## config.mk

```make
export PLATFORM = sky130hd
export DESIGN_NAME = websocket_frame_decoder_flat
export DESIGN_NICKNAME = d
export VERILOG_FILES = /design/src/sv/wsfd_pkg.sv /design/src/sv/wsfd_if.sv /design/src/sv/wsfd_parser.sv /design/src/sv/websocket_frame_decoder.sv /design/src/flat_wrapper.sv
export VERILOG_INCLUDE_DIRS = /design/src /design/src/sv
export SDC_FILE = /design/constraint.sdc
export NUM_CORES = 1
export LEC_CHECK = 0
export ABC_CLOCK_PERIOD_IN_PS = 2300
export BUFFER_PORTS_ARGS = -buffer_cell sky130_fd_sc_hd__buf_4
export CAP_MARGIN = 20
export CORE_MARGIN = 1.5
export CORE_UTILIZATION = 59
export CTS_CLUSTER_SIZE = 30
export DETAILED_ROUTE_END_ITERATION = 16
export PLACE_DENSITY = 0.82
export SETUP_SLACK_MARGIN = 0.05
export SLEW_MARGIN = 20
export SYNTH_ARGS = -nofsm -noshare
export SYNTH_HDL_FRONTEND = slang
export SYNTH_SLANG_ARGS = --single-unit
export TNS_END_PERCENT = 20
```

## constraint.sdc

```tcl
create_clock -name clk -period 2.3 [get_ports clk]
set_input_delay 0.23 -clock clk [delete_from_list [all_inputs] [get_ports clk]]
set_output_delay 0.23 -clock clk [all_outputs]
set_load 0.01 [all_outputs]
```

## src/sv/websocket_frame_decoder_macros.svh

```systemverilog
// ----------------------------------------------------------------------------
// Assertion macros shared by the frame decoder RTL
// ----------------------------------------------------------------------------
`ifndef WEBSOCKET_FRAME_DECODER_MACROS_SVH
`define WEBSOCKET_FRAME_DECODER_MACROS_SVH

// Same-cycle implication, disabled while reset is asserted
`define WSFD_ASSERT_IMP(lbl, clk, rst_n, ante, cons, msg) \
	lbl: assert property (@(posedge clk) disable iff (!rst_n) (ante) |-> (cons)) else $error(msg);

// Next-cycle implication, disabled while reset is asserted
`define WSFD_ASSERT_NXT(lbl, clk, rst_n, ante, cons, msg) \
	lbl: assert property (@(posedge clk) disable iff (!rst_n) (ante) |=> (cons)) else $error(msg);

`endif

```

## src/sv/wsfd_pkg.sv

```systemverilog
// ----------------------------------------------------------------------------
// wsfd_pkg
// Shared types and codes of the frame decoder.
// ----------------------------------------------------------------------------
package wsfd_pkg;

	// Result kinds
	typedef enum logic [1:0] {
		KIND_DATA  = 2'd0,
		KIND_EMPTY = 2'd1,
		KIND_ERROR = 2'd2
	} kind_t;

	// Header fault codes
	typedef enum logic [1:0] {
		ERR_NONE     = 2'd0,
		ERR_RESERVED = 2'd1,
		ERR_NO_MASK  = 2'd2,
		ERR_LENGTH   = 2'd3
	} err_t;

	localparam logic [6:0] MAX_LEN = 7'd125;

	// One result of the parser, with a flag telling whether a result exists
	typedef struct packed {
		logic       valid;
		kind_t      kind;
		logic [7:0] data_byte;
		logic [3:0] opcode;
		logic       final_flag;
		logic       last;
		err_t       error_code;
	} wsfd_result_t;

endpackage

```

## src/sv/wsfd_if.sv

```systemverilog
// ----------------------------------------------------------------------------
// Frame decoder channels
// Valid/ready channels for received bytes and for decoded results.
// ----------------------------------------------------------------------------

// Received byte stream
interface wsfd_rx_if;
	logic       valid;
	logic       ready;
	logic [7:0] rx_byte;

	modport source (output valid, output rx_byte, input ready);
	modport sink (input valid, input rx_byte, output ready);
endinterface

// Decoded results
interface wsfd_tx_if;
	logic       valid;
	logic       ready;
	logic [1:0] kind;
	logic [7:0] data_byte;
	logic [3:0] opcode;
	logic       final_flag;
	logic       last;
	logic [1:0] error_code;

	modport source (output valid, output kind, output data_byte, output opcode,
		output final_flag, output last, output error_code, input ready);
	modport sink (input valid, input kind, input data_byte, input opcode,
		input final_flag, input last, input error_code, output ready);
endinterface

```

## src/sv/wsfd_parser.sv

```systemverilog
// ----------------------------------------------------------------------------
// wsfd_parser
// Frame state machine: header, length, masking key, unmasked payload.
// ----------------------------------------------------------------------------
`include "websocket_frame_decoder_macros.svh"

module wsfd_parser
	import wsfd_pkg::*;
(
	input  logic         clk,
	input  logic         arst_n,
	input  logic         step_en,
	input  logic [7:0]   rx_byte,
	output wsfd_result_t res
);

	typedef enum logic [2:0] {
		PH_HEADER  = 3'd0,
		PH_LENGTH  = 3'd1,
		PH_KEY     = 3'd2,
		PH_PAYLOAD = 3'd3
	} phase_t;

	phase_t          phase_q, phase_d;
	logic [3:0]      opcode_q, opcode_d;
	logic            fin_q, fin_d;
	logic [3:0][7:0] key_q, key_d;
	logic [6:0]      remaining_q, remaining_d;
	logic [1:0]      key_idx_q, key_idx_d;

	// Next state and result for the byte at hand
	always_comb begin
		phase_d     = phase_q;
		opcode_d    = opcode_q;
		fin_d       = fin_q;
		key_d       = key_q;
		remaining_d = remaining_q;
		key_idx_d   = key_idx_q;

		res.valid      = 1'b0;
		res.kind       = KIND_DATA;
		res.data_byte  = 8'd0;
		res.last       = 1'b1;
		res.error_code = ERR_NONE;

		case (phase_q)
			PH_LENGTH: begin
				if (!rx_byte[7]) begin
					phase_d        = PH_HEADER;
					res.valid      = 1'b1;
					res.kind       = KIND_ERROR;
					res.error_code = ERR_NO_MASK;
				end else if (rx_byte[6:0] > MAX_LEN) begin
					phase_d        = PH_HEADER;
					res.valid      = 1'b1;
					res.kind       = KIND_ERROR;
					res.error_code = ERR_LENGTH;
				end else begin
					remaining_d = rx_byte[6:0];
					key_idx_d   = 2'd0;
					phase_d     = PH_KEY;
				end
			end
			PH_KEY: begin
				key_d[key_idx_q] = rx_byte;
				key_idx_d        = key_idx_q + 2'd1;
				if (key_idx_q == 2'd3) begin
					if (remaining_q == 7'd0) begin
						phase_d   = PH_HEADER;
						res.valid = 1'b1;
						res.kind  = KIND_EMPTY;
					end else begin
						phase_d = PH_PAYLOAD;
					end
				end
			end
			PH_PAYLOAD: begin
				key_idx_d     = key_idx_q + 2'd1;
				remaining_d   = remaining_q - 7'd1;
				res.valid     = 1'b1;
				res.kind      = KIND_DATA;
				res.data_byte = rx_byte ^ key_q[key_idx_q];
				res.last      = (remaining_q == 7'd1);
				if (remaining_q == 7'd1) begin
					phase_d = PH_HEADER;
				end
			end
			default: begin
				// header byte; unused phase codes land here too
				fin_d    = rx_byte[7];
				opcode_d = rx_byte[3:0];
				if (rx_byte[6:4] != 3'd0) begin
					phase_d        = PH_HEADER;
					res.valid      = 1'b1;
					res.kind       = KIND_ERROR;
					res.error_code = ERR_RESERVED;
				end else begin
					phase_d = PH_LENGTH;
				end
			end
		endcase

		// result carries the frame fields as updated by this byte
		res.opcode     = opcode_d;
		res.final_flag = fin_d;
	end

	// State registers, advanced once per processed byte
	always_ff @(posedge clk or negedge arst_n) begin
		if (!arst_n) begin
			phase_q     <= PH_HEADER;
			opcode_q    <= 4'd0;
			fin_q       <= 1'b0;
			key_q       <= '0;
			remaining_q <= 7'd0;
			key_idx_q   <= 2'd0;
		end else if (step_en) begin
			phase_q     <= phase_d;
			opcode_q    <= opcode_d;
			fin_q       <= fin_d;
			key_q       <= key_d;
			remaining_q <= remaining_d;
			key_idx_q   <= key_idx_d;
		end
	end

	// Checks
	`WSFD_ASSERT_IMP(a_err_is_last, clk, arst_n, res.valid && res.kind == KIND_ERROR, res.last && res.error_code != ERR_NONE && res.data_byte == 8'd0, "error result malformed")
	`WSFD_ASSERT_NXT(a_key_holds, clk, arst_n, step_en && phase_q == PH_KEY && key_idx_q != 2'd3, phase_q == PH_KEY, "left key phase early")
	`WSFD_ASSERT_NXT(a_payload_end, clk, arst_n, step_en && phase_q == PH_PAYLOAD && remaining_q == 7'd1, phase_q == PH_HEADER, "frame did not end after last byte")

endmodule

```

## src/sv/websocket_frame_decoder.sv

```systemverilog
// ----------------------------------------------------------------------------
// websocket_frame_decoder
// Unmasks client-to-server frames received one byte at a time.
// ----------------------------------------------------------------------------
//  channel | dir | payload
//  rx      | in  | rx_byte[7:0]
//  tx      | out | kind[1:0] data_byte[7:0] opcode[3:0] final_flag last
//          |     | error_code[1:0]
//
//  One byte per cycle unless tx stalls; results come from the result register.
//  Path: rx register, frame state machine, result register.
//  Header, length and key bytes give no result unless the header is faulty
//  or the frame is empty.
//  A stall on tx holds both registers; rx stays ready while the input
//  register is empty or its byte can move on.
//  arst_n clears the frame state and both valid flags.
// ----------------------------------------------------------------------------
`include "websocket_frame_decoder_macros.svh"

module websocket_frame_decoder
	import wsfd_pkg::*;
(
	input  logic      clk,
	input  logic      arst_n,
	wsfd_rx_if.sink   rx,
	wsfd_tx_if.source tx
);

	logic         valid_s1;
	logic [7:0]   byte_s1;
	logic         valid_s2;
	wsfd_result_t res_s2;
	wsfd_result_t res;
	logic         out_free;
	logic         s1_adv;

	assign out_free = !valid_s2 || tx.ready;
	assign s1_adv   = valid_s1 && out_free;
	assign rx.ready = !valid_s1 || out_free;

	// Input register
	always_ff @(posedge clk or negedge arst_n) begin
		if (!arst_n) begin
			valid_s1 <= 1'b0;
		end else if (rx.ready) begin
			valid_s1 <= rx.valid;
		end
	end

	always_ff @(posedge clk) begin
		if (rx.ready && rx.valid) begin
			byte_s1 <= rx.rx_byte;
		end
	end

	wsfd_parser u_parser (
		.clk     (clk),
		.arst_n  (arst_n),
		.step_en (s1_adv),
		.rx_byte (byte_s1),
		.res     (res)
	);

	// Result register
	always_ff @(posedge clk or negedge arst_n) begin
		if (!arst_n) begin
			valid_s2 <= 1'b0;
		end else if (out_free) begin
			valid_s2 <= s1_adv && res.valid;
		end
	end

	always_ff @(posedge clk) begin
		if (s1_adv && res.valid) begin
			res_s2 <= res;
		end
	end

	assign tx.valid      = valid_s2;
	assign tx.kind       = res_s2.kind;
	assign tx.data_byte  = res_s2.data_byte;
	assign tx.opcode     = res_s2.opcode;
	assign tx.final_flag = res_s2.final_flag;
	assign tx.last       = res_s2.last;
	assign tx.error_code = res_s2.error_code;

	// Checks
	`WSFD_ASSERT_NXT(a_s1_hold, clk, arst_n, valid_s1 && !s1_adv, valid_s1 && $stable(byte_s1), "stalled byte lost")
	`WSFD_ASSERT_IMP(a_no_overwrite, clk, arst_n, valid_s2 && !tx.ready, !s1_adv, "result register overwritten")
	`WSFD_ASSERT_NXT(a_tx_hold, clk, arst_n, tx.valid && !tx.ready, tx.valid && $stable(res_s2), "stalled result changed")

endmodule
```

## src/flat_wrapper.sv

```systemverilog
// flat-port wrapper written by rule: the top's interface ports become plain ports
module websocket_frame_decoder_flat import wsfd_pkg::*;
  (clk, arst_n, rx_valid, rx_rx_byte, rx_ready, tx_valid, tx_kind, tx_data_byte, tx_opcode, tx_final_flag, tx_last, tx_error_code, tx_ready);
  wsfd_rx_if rx_i ();
  wsfd_tx_if tx_i ();
  input  logic clk;
  input  logic arst_n;
  input wire logic [$bits(rx_i.valid)-1:0] rx_valid;
  input wire logic [$bits(rx_i.rx_byte)-1:0] rx_rx_byte;
  output wire logic [$bits(rx_i.ready)-1:0] rx_ready;
  output wire logic [$bits(tx_i.valid)-1:0] tx_valid;
  output wire logic [$bits(tx_i.kind)-1:0] tx_kind;
  output wire logic [$bits(tx_i.data_byte)-1:0] tx_data_byte;
  output wire logic [$bits(tx_i.opcode)-1:0] tx_opcode;
  output wire logic [$bits(tx_i.final_flag)-1:0] tx_final_flag;
  output wire logic [$bits(tx_i.last)-1:0] tx_last;
  output wire logic [$bits(tx_i.error_code)-1:0] tx_error_code;
  input wire logic [$bits(tx_i.ready)-1:0] tx_ready;
  assign rx_i.valid = rx_valid;
  assign rx_i.rx_byte = rx_rx_byte;
  assign rx_ready = rx_i.ready;
  assign tx_valid = tx_i.valid;
  assign tx_kind = tx_i.kind;
  assign tx_data_byte = tx_i.data_byte;
  assign tx_opcode = tx_i.opcode;
  assign tx_final_flag = tx_i.final_flag;
  assign tx_last = tx_i.last;
  assign tx_error_code = tx_i.error_code;
  assign tx_i.ready = tx_ready;
  websocket_frame_decoder u_core (.clk(clk), .arst_n(arst_n), .rx(rx_i), .tx(tx_i));
endmodule
```

# After elaboration in Yosys (flattened, before gate mapping)
# Index checks and enable logic that the tools add are counted.
# classes
n_addsub	2
n_lt_le_gt_ge	3
n_eq_ne	9
n_mux	30
n_bitwise	1
n_reduce_logical	18
# op_table
op	n
bitwise mux 32 bit	1
two-way mux 3 bit	8
case mux 3 bit (3 select lines)	2
binary-select mux 8 bit (select 2 bit)	1
demux 8 bit (select 2 bit)	1
two-way mux 8 bit	2
two-way mux 7 bit	2
case mux 7 bit (2 select lines)	1
two-way mux 2 bit	6
case mux 2 bit (2 select lines)	2
AND reduction 4 bit	2
XOR 8 bit	1
== test 7 x 1 -> 1 bit (second input constant)	1
greater-than comparator 7 bit (second input constant)	1
zero test 7 bit	1
subtractor 7 x 1 -> 7 bit (second input constant)	1
== test 3 x 2 -> 1 bit (second input constant)	2
!= test 2 bit (second input constant)	3
logical AND 1 bit	4
two-way mux 4 bit	1
nonzero test 2 bit	2
== test 3 x 1 -> 1 bit (second input constant)	1
< comparator 2 x 3 -> 1 bit (second input constant)	1
two-way mux 1 bit	3
other kinds (11)	13
# totals
regBits	77
out_inout_bits	20
word_cells	81

# Longest topological paths before layout
# Gate-level depths: netlist (run 1).
# depth
word_depth	5
ltp_mapped	6
ltp_nobuf	6

# Modules after synthesis
# From an unflattened synthesis (run 1), not the netlist that was laid out.
# unflattened
cells_unflattened	261
area_unflattened_um2	3621.0
# modules_own_cells
module	n_inst	cells_per_inst	area_each_um2	seq_area_each_um2
wsfd_parser	1	225	2728.9	1201.2
websocket_frame_decoder	1	36	892.1	830.8

# Worst setup path before layout (run 1)
# Ideal clock, no wire load.
# synth_path
path_type	reg-to-reg
start	reg u_core.u_parser.remaining_q[3]
end	reg u_core.res_s2 (netlist bit u_core.tx.data_byte[0]), enable pin
setup_time_ps	375
arrival_time_ps	1633
required_time_ps	1925
setup_slack_ps	291
stages_incl_launch_ff	5
n_path_buf	0
synth_period_minus_slack_ps	2009
path_cell_list	dfrtp_1 nor4_1 nand4_1 nand2b_1 and4_1
# synth_between
elab_chain_len	5
# synth_rtl
item	line_no	text
start: declaration	wsfd_parser.sv:28	logic [6:0] remaining_q, remaining_d;
start signal: assignment	wsfd_parser.sv:122	remaining_q <= remaining_d;
zero test 7 bit	wsfd_parser.sv:68	if (remaining_q == 7'd0) begin
two-way mux 3 bit	wsfd_parser.sv:68	
two-way mux 3 bit	wsfd_parser.sv:67	if (key_idx_q == 2'd3) begin
case mux 3 bit (3 select lines)	wsfd_parser.sv:46	case (phase_q)
logical AND 1 bit	websocket_frame_decoder.sv:74	if (s1_adv && res.valid) begin
end signal: assignment	websocket_frame_decoder.sv:75	res_s2 <= res;
end: declaration	websocket_frame_decoder.sv:32	wsfd_result_t res_s2;
# No other way between the ends.
# A chain may end at the register's enable or synchronous reset.

# Final worst setup path (run 1)
# layout_path
start	reg u_core.byte_s1[2]
end	reg u_core.res_s2 (netlist bit u_core.tx.data_byte[5]), enable pin
# layout_between
elab_chain_len	5
# layout_rtl
item	line_no	text
start: declaration	websocket_frame_decoder.sv:30	logic [7:0] byte_s1;
start signal: assignment	websocket_frame_decoder.sv:52	byte_s1 <= rx.rx_byte;
greater-than comparator 7 bit	wsfd_parser.sv:53	end else if (rx_byte[6:0] > MAX_LEN) begin
two-way mux 3 bit	wsfd_parser.sv:53	
two-way mux 3 bit	wsfd_parser.sv:48	if (!rx_byte[7]) begin
case mux 3 bit (3 select lines)	wsfd_parser.sv:46	
logical AND 1 bit	websocket_frame_decoder.sv:74	
# No other way between the ends.

==> results.toml, run 1 <==
[sta]
rsz0062_at_grt = "no"
tns_ns = 0
fmax_ghz = 0.481
tightest_slew_ns = 0.648
setup_viol = 0
period_share_pct = 90.5
hold_violations = 0
maxSlewViolCount = 0
clock_skew_ns = 0.0129
timing.final.ws_setup_ns = 0.219
finalCriticalPeriod_ns = 2.08
slew_headroom_pct = 56.8

[global_routing]
grt_max_degree = 51
grt_overflow_total = 0
track_usage_pct = 25.3
grt_pass1_vias = 2349
antenna_found_initial = 0
grt_pass1_wl_um = 11800

[job]
maxCapViolCount = 0

[floorplanning]
die_h_um = 80.6
initial_utilization_pct = 60.4
row_count = 28
die_w_um = 80.6
io_pins = 32
coreArea_mm2 = 0.00589
die_area_mm2 = 0.00650

[clocking]
cts_resized = 0
clk_latency_ns = 0.35
cts_buffers = 9
cts_hold_buffers = 1
clock_sinks = 76
h-tree-depth = 3
cts_tree = "yes"
cts-root-buf = "clkbuf_8"
clockBufferDepth = 2
clk_pin_slew_ns = 0.08
postCtsSetupRepairBufs = 0

[worst_setup_path]
crit_required_ns = 2.34
cp-start-kind = "register"
reg2reg_depth = 5
cp_max_fo = 18
cp.arrival_ns = 2.12
worst-setup-path-type = "reg2reg"
cp-end-kind = "register"

[drt]
wirelength_um = 7370
drt-vias-per-instance = 5.91
vias = 2334
wl_per_cell_um = 18.7
drc = 0
ant_nets = 0
drt_iter0_drc = 189
first_pass_iters = 4

[final_layout]
nFillCells = 409
drive_gt1_share_pct = 34.4
final_nets = 333
multi_input_area_mm2 = 0.00142
antennaDiodeCount = 0
syn2layout_area_growth_pct = 16.3
regArea_mm2 = 0.00203

[placed_design]
dp.final_hpwl_um = 4920
dp_slack_ns = 0.283
gp_congestion = 0.893
numPortBuffers = 31

[hold_path]
hold_depth = 1
hold_path.class = "in2reg"

[yosys]
netlist.top_cell.by_area = "dfrtp_1"
synth_top_cell_area_share_pct = 35.2
ys_warn_count = 0
yosys.cell_types.count = 48
async_reset_ff_share_pct = 65.8
ys_top_cells_by_area = "dfrtp_1 (35%), edfxtp_1 (22%), mux2_2 (11%), mux4_2 (5.1%), nand2_1 (2.6%)"
synth-seq-cells = 76
synth_nets = 294
synth_flop_cell = "dfrtp_1"
synth_cells = 276
synth-seq-area-share_pct = 57.1
synth_edf_count = 26
syn_area_mm2 = 0.00356
synth_area_per_cell_um2 = 12.9

[power]
ir_worst_vdd_mv = 0.638
power_density_mw_per_mm2 = 1260
p_leak_nw = 1.74

[run_status]
status = "completed"
==> worst max-delay path: stages (launching register included) <==
cell and delay (ns):
edfxtp_1 0.53, nand4_1 0.29, o21a_1 0.37, nand3_1 0.14, and4_1 0.18, buf_4 0.25
==> report_power, final <==
| part | switching [mW] | internal (mW) | leakage, nW |
|---|---|---|---|
| Combinational | 0.890 | 1.00 | 0.778 |
| Clock | 0.496 | 0.594 | 0.115 |
| Sequential | 0.309 | 1.91 | 0.850 |
| Total | 1.70 | 3.51 | 1.74 |
==> path summary, 6_finish.rpt <==
path	slack (ns)	to	startpoint
max	0.22	u_core.tx.data_byte[5]	u_core.byte_s1[2]
max reg2reg	0.22	u_core.tx.data_byte[5]	u_core.byte_s1[2]
min in group asynchronous	0.44	u_core.u_parser.key_q[15]	arst_n
min	0.06	u_core.byte_s1[6]	rx_rx_byte[6]
max in group asynchronous	1.41	u_core.u_parser.remaining_q[1]	arst_n
min reg2reg	0.48	u_core.u_parser.opcode_q[3]	u_core.u_parser.opcode_q[3]
==> state kept, by name (all words and copies together) (netlist names) <==
register / cells
u_core.tx.kind: 2
u_core.valid_s1: 1
u_core.u_parser.key_q: 32
u_core.tx.last: 1
u_core.u_parser.opcode_q: 4
u_core.u_parser.remaining_q: 7
u_core.u_parser.phase_q: 2
u_core.tx.error_code: 2
u_core.tx.valid: 1
u_core.u_parser.key_idx_q: 2
u_core.tx.final_flag: 1
u_core.byte_s1: 8
u_core.tx.opcode: 4
u_core.tx.data_byte: 8
u_core.u_parser.fin_q: 1
==> layer usage <==
metal	up-vias	share of wire (%)	global-route usage, %
met4	0	2.2	10.0
met2	104	48	40.3
li1	1086	-	-
met5	-	0	0
met1	1130	44	34.5
met3	14	5.5	4.32
==> layout by cell type (no fill, tap or decap), types with 3 or more instances in the layout <==
cell	n
nand2b_1	6
nand2_2	4
ha_1	6
clkbuf_16	3
nand2_1	25
a21oi_1	4
nor3_1	4
nor4_1	3
buf_4	42
o21ai_0	6
mux2_2	36
dfrtp_1	50
and3_1	3
inv_1	10
and2_1	4
nor2_1	16
mux4_2	8
clkbuf_8	9
xnor2_1	8
edfxtp_1	26
nand4_1	4
==> synthesized netlist by cell type, types with 3 or more instances <==
master    number
nand4_1        4
a21oi_1        4
mux4_2         8
and2_1         4
dfrtp_1       50
nor3_1         4
nand2_1       25
edfxtp_1      26
ha_1           6
nand2b_1       6
nand2_2        4
xnor2_1        8
nor2_1        16
o21ai_0        6
buf_2          5
nor4_1         3
mux2_2        36
inv_1         10
and3_1         3
clkbuf_1       9
==> final cells by class <==
cell class / instances / share of cell area (%)
sequential: 76 / 49.1
multi-input combinational: 175 / 34.4
timing repair buffer: 43 / 7.86
clock buffer: 13 / 4.90
tap: 75 / 2.27
inverter: 10 / 0.907
clock inverter: 3 / 0.544
==> cell families after synthesis <==
family | Yosys count | share of synthesized area (%)
and+or+nand+nor | 79 | 11.4
buffers and inverters | 25 | 2.85
adders and majority gates | 6 | 2.11
DFF | 76 | 57.1
AOI/OAI and AO/OA | 35 | 7.21
xor gates and xnor gates | 8 | 1.97
muxes | 47 | 17.4
==> through the flow <==
stage	power, mW	instance area [µm²]	utilization [%]	hold slack [ns]	instances
2_1_floorplan	3.58	3560	-	-0.0656	276
3_3_place_gp	4.03	3900	66.3	0.293	378
3_5_place_dp	4.11	3900	66.3	0.295	378
4_1_cts	5.22	4140	70.3	0.0510	395
5_1_grt	5.48	4140	70.3	0.0413	395
6_report	5.20	4140	70.3	0.0586	395
No activity file was read; power rests on OpenSTA's default activity.
==> run 2: changes to the inputs <==
CORE_ASPECT_RATIO = 0.7   (was default)
==> results.toml, run 2 (synthesis results as in run 1) <==
[power]
pwr-share-comb_pct = 36.6
p_leak_nw = 1.74
power_density_mw_per_mm2 = 1270
power_frac_clock_pct = 21.3
ir_worst_vdd_mv = 0.619
sw_frac_of_total_pct = 32.1
total_power_mw = 5.27
p_sw_mw = 1.69
seqPwrFrac_pct = 42.0
power.internal_mw = 3.58

[floorplanning]
io_pins = 32
row_count = 23
die_area_mm2 = 0.00651
initial_utilization_pct = 61.5
die_h_um = 68.0
coreArea_mm2 = 0.00578
die_w_um = 95.8

[worst_setup_path]
crit_required_ns = 2.35
critPathTopFamily = "simple AND/OR/NAND/NOR gates"
timing.critical_path.buf_inv = 1
cp-start-kind = "register"
critPathMaxStageDelay_ns = 0.56
cp-end-kind = "register"
crit_chain = "nand4_1, o21a_1, nand3_1, and4_1, buf_4"
slowest_stage = "edfxtp_1"
cp.arrival_ns = 2.11
worst-setup-path-type = "reg2reg"
worst-path-stages = 5
cp_max_fo = 14
reg2reg_depth = 5

[global_routing]
track_usage_pct = 25.6
grt_max_degree = 51
antenna_found_initial = 0
grt_pass1_wl_um = 11900
grt_pass1_vias = 2370
grt_overflow_total = 0

[final_layout]
largest_register = "u_core.u_parser.key_q"
drive_gt1_share_pct = 34.3
largest_register_ffs = 32
layout_commonest_cell = "dfrtp_1"
final_nets = 334
final_cell_area_mm2 = 0.00414
layout_common_cells = "dfrtp_1 (50), buf_4 (43), mux2_2 (36)"
syn2layout_area_growth_pct = 16.4
stdcell_count = 396
antennaDiodeCount = 0

[clocking]
cts_buffers = 9
clock_sinks = 76
clockBufferDepth = 2
h-tree-depth = 3
cts_tree = "yes"
cts-root-buf = "clkbuf_8"
postCtsSetupRepairBufs = 0
clk_pin_slew_ns = 0.07
clk_latency_ns = 0.35

[sta]
tns_ns = 0
maxSlewViolCount = 0
tightest_slew_ns = 0.653
finalCriticalPeriod_ns = 2.06
rsz0062_at_grt = "no"
hold_violations = 0
period_share_pct = 89.6
fmax_ghz = 0.485
slew_headroom_pct = 56.5
setup_viol = 0
clock_skew_ns = 0.00878
hold_slack_ns = 0.0541

[placed_design]
gp_congestion = 0.937
numPortBuffers = 31
dpl_cell_area_mm2 = 0.00391
place_inst = 379
dp.final_hpwl_um = 4990

[drt]
drt-vias-per-instance = 6.04
drc = 0
vias = 2393
first_pass_iters = 5
ant_nets = 0
drt_iter0_drc = 228
wirelength_um = 7370
wl_per_cell_um = 18.6

[hold_path]
hold_depth = 1
hold_path.class = "in2reg"

[run_status]
status = "completed"

[job]
maxCapViolCount = 0
[run 2: cell type report]
type                    count  area (µm²)
clock buffers              12         145
repair buffers             44         333
flip-flops and latches     76        2030
clock inverters             4        73.8
inverters                  10        37.5
multi-input cells         175        1420
fillers                   391        1650
well taps                  75        93.8
[run 2: per-stage QoR]
stage	util (%)	setup WS, ns
after detailed placement	67.6	0.278
final	71.6	0.240
after global placement	67.6	0.358
after global routing	71.6	0.110
after CTS	71.6	0.247
after floorplan	-	0.291
[run 2: final timing paths]
path	from	endpoint	slack, ns
min in group asynchronous	arst_n	u_core.u_parser.key_q[29]	0.45
max reg2reg	u_core.byte_s1[1]	u_core.tx.error_code[1]	0.24
min reg2reg	u_core.u_parser.opcode_q[0]	u_core.u_parser.opcode_q[0]	0.49
max in group asynchronous	arst_n	u_core.u_parser.fin_q	1.41
min	rx_rx_byte[2]	u_core.byte_s1[2]	0.05
max	u_core.byte_s1[1]	u_core.tx.error_code[1]	0.24
[run 2: power groups by stage]
stage               registers [mW]  logic, mW  clock network, mW
finish                        2.22       1.93               1.12
global route                  2.28       2.10               1.19
CTS                           2.21       1.93               1.14
detailed placement            2.23       1.91                  0
global placement              2.21       1.84                  0
floorplan                     2.13       1.45                  0
[run 2: what timing repair did]
item	in CTS	in global routing
hold buffers	1	0
endpoints found under the setup margin	0	0
resized for setup	0	0
hold endpoints to repair	50	0
[run 2: per-layer routing]
layer	track usage [%]	share of wire [%]	vias up	wire, µm
met5	0	0	-	0
met4	8.27	1.6	0	116
met3	7.78	7.5	13	555
met2	40.3	46	106	3370
met1	34.3	45	1181	3330
li1	-	-	1093	-
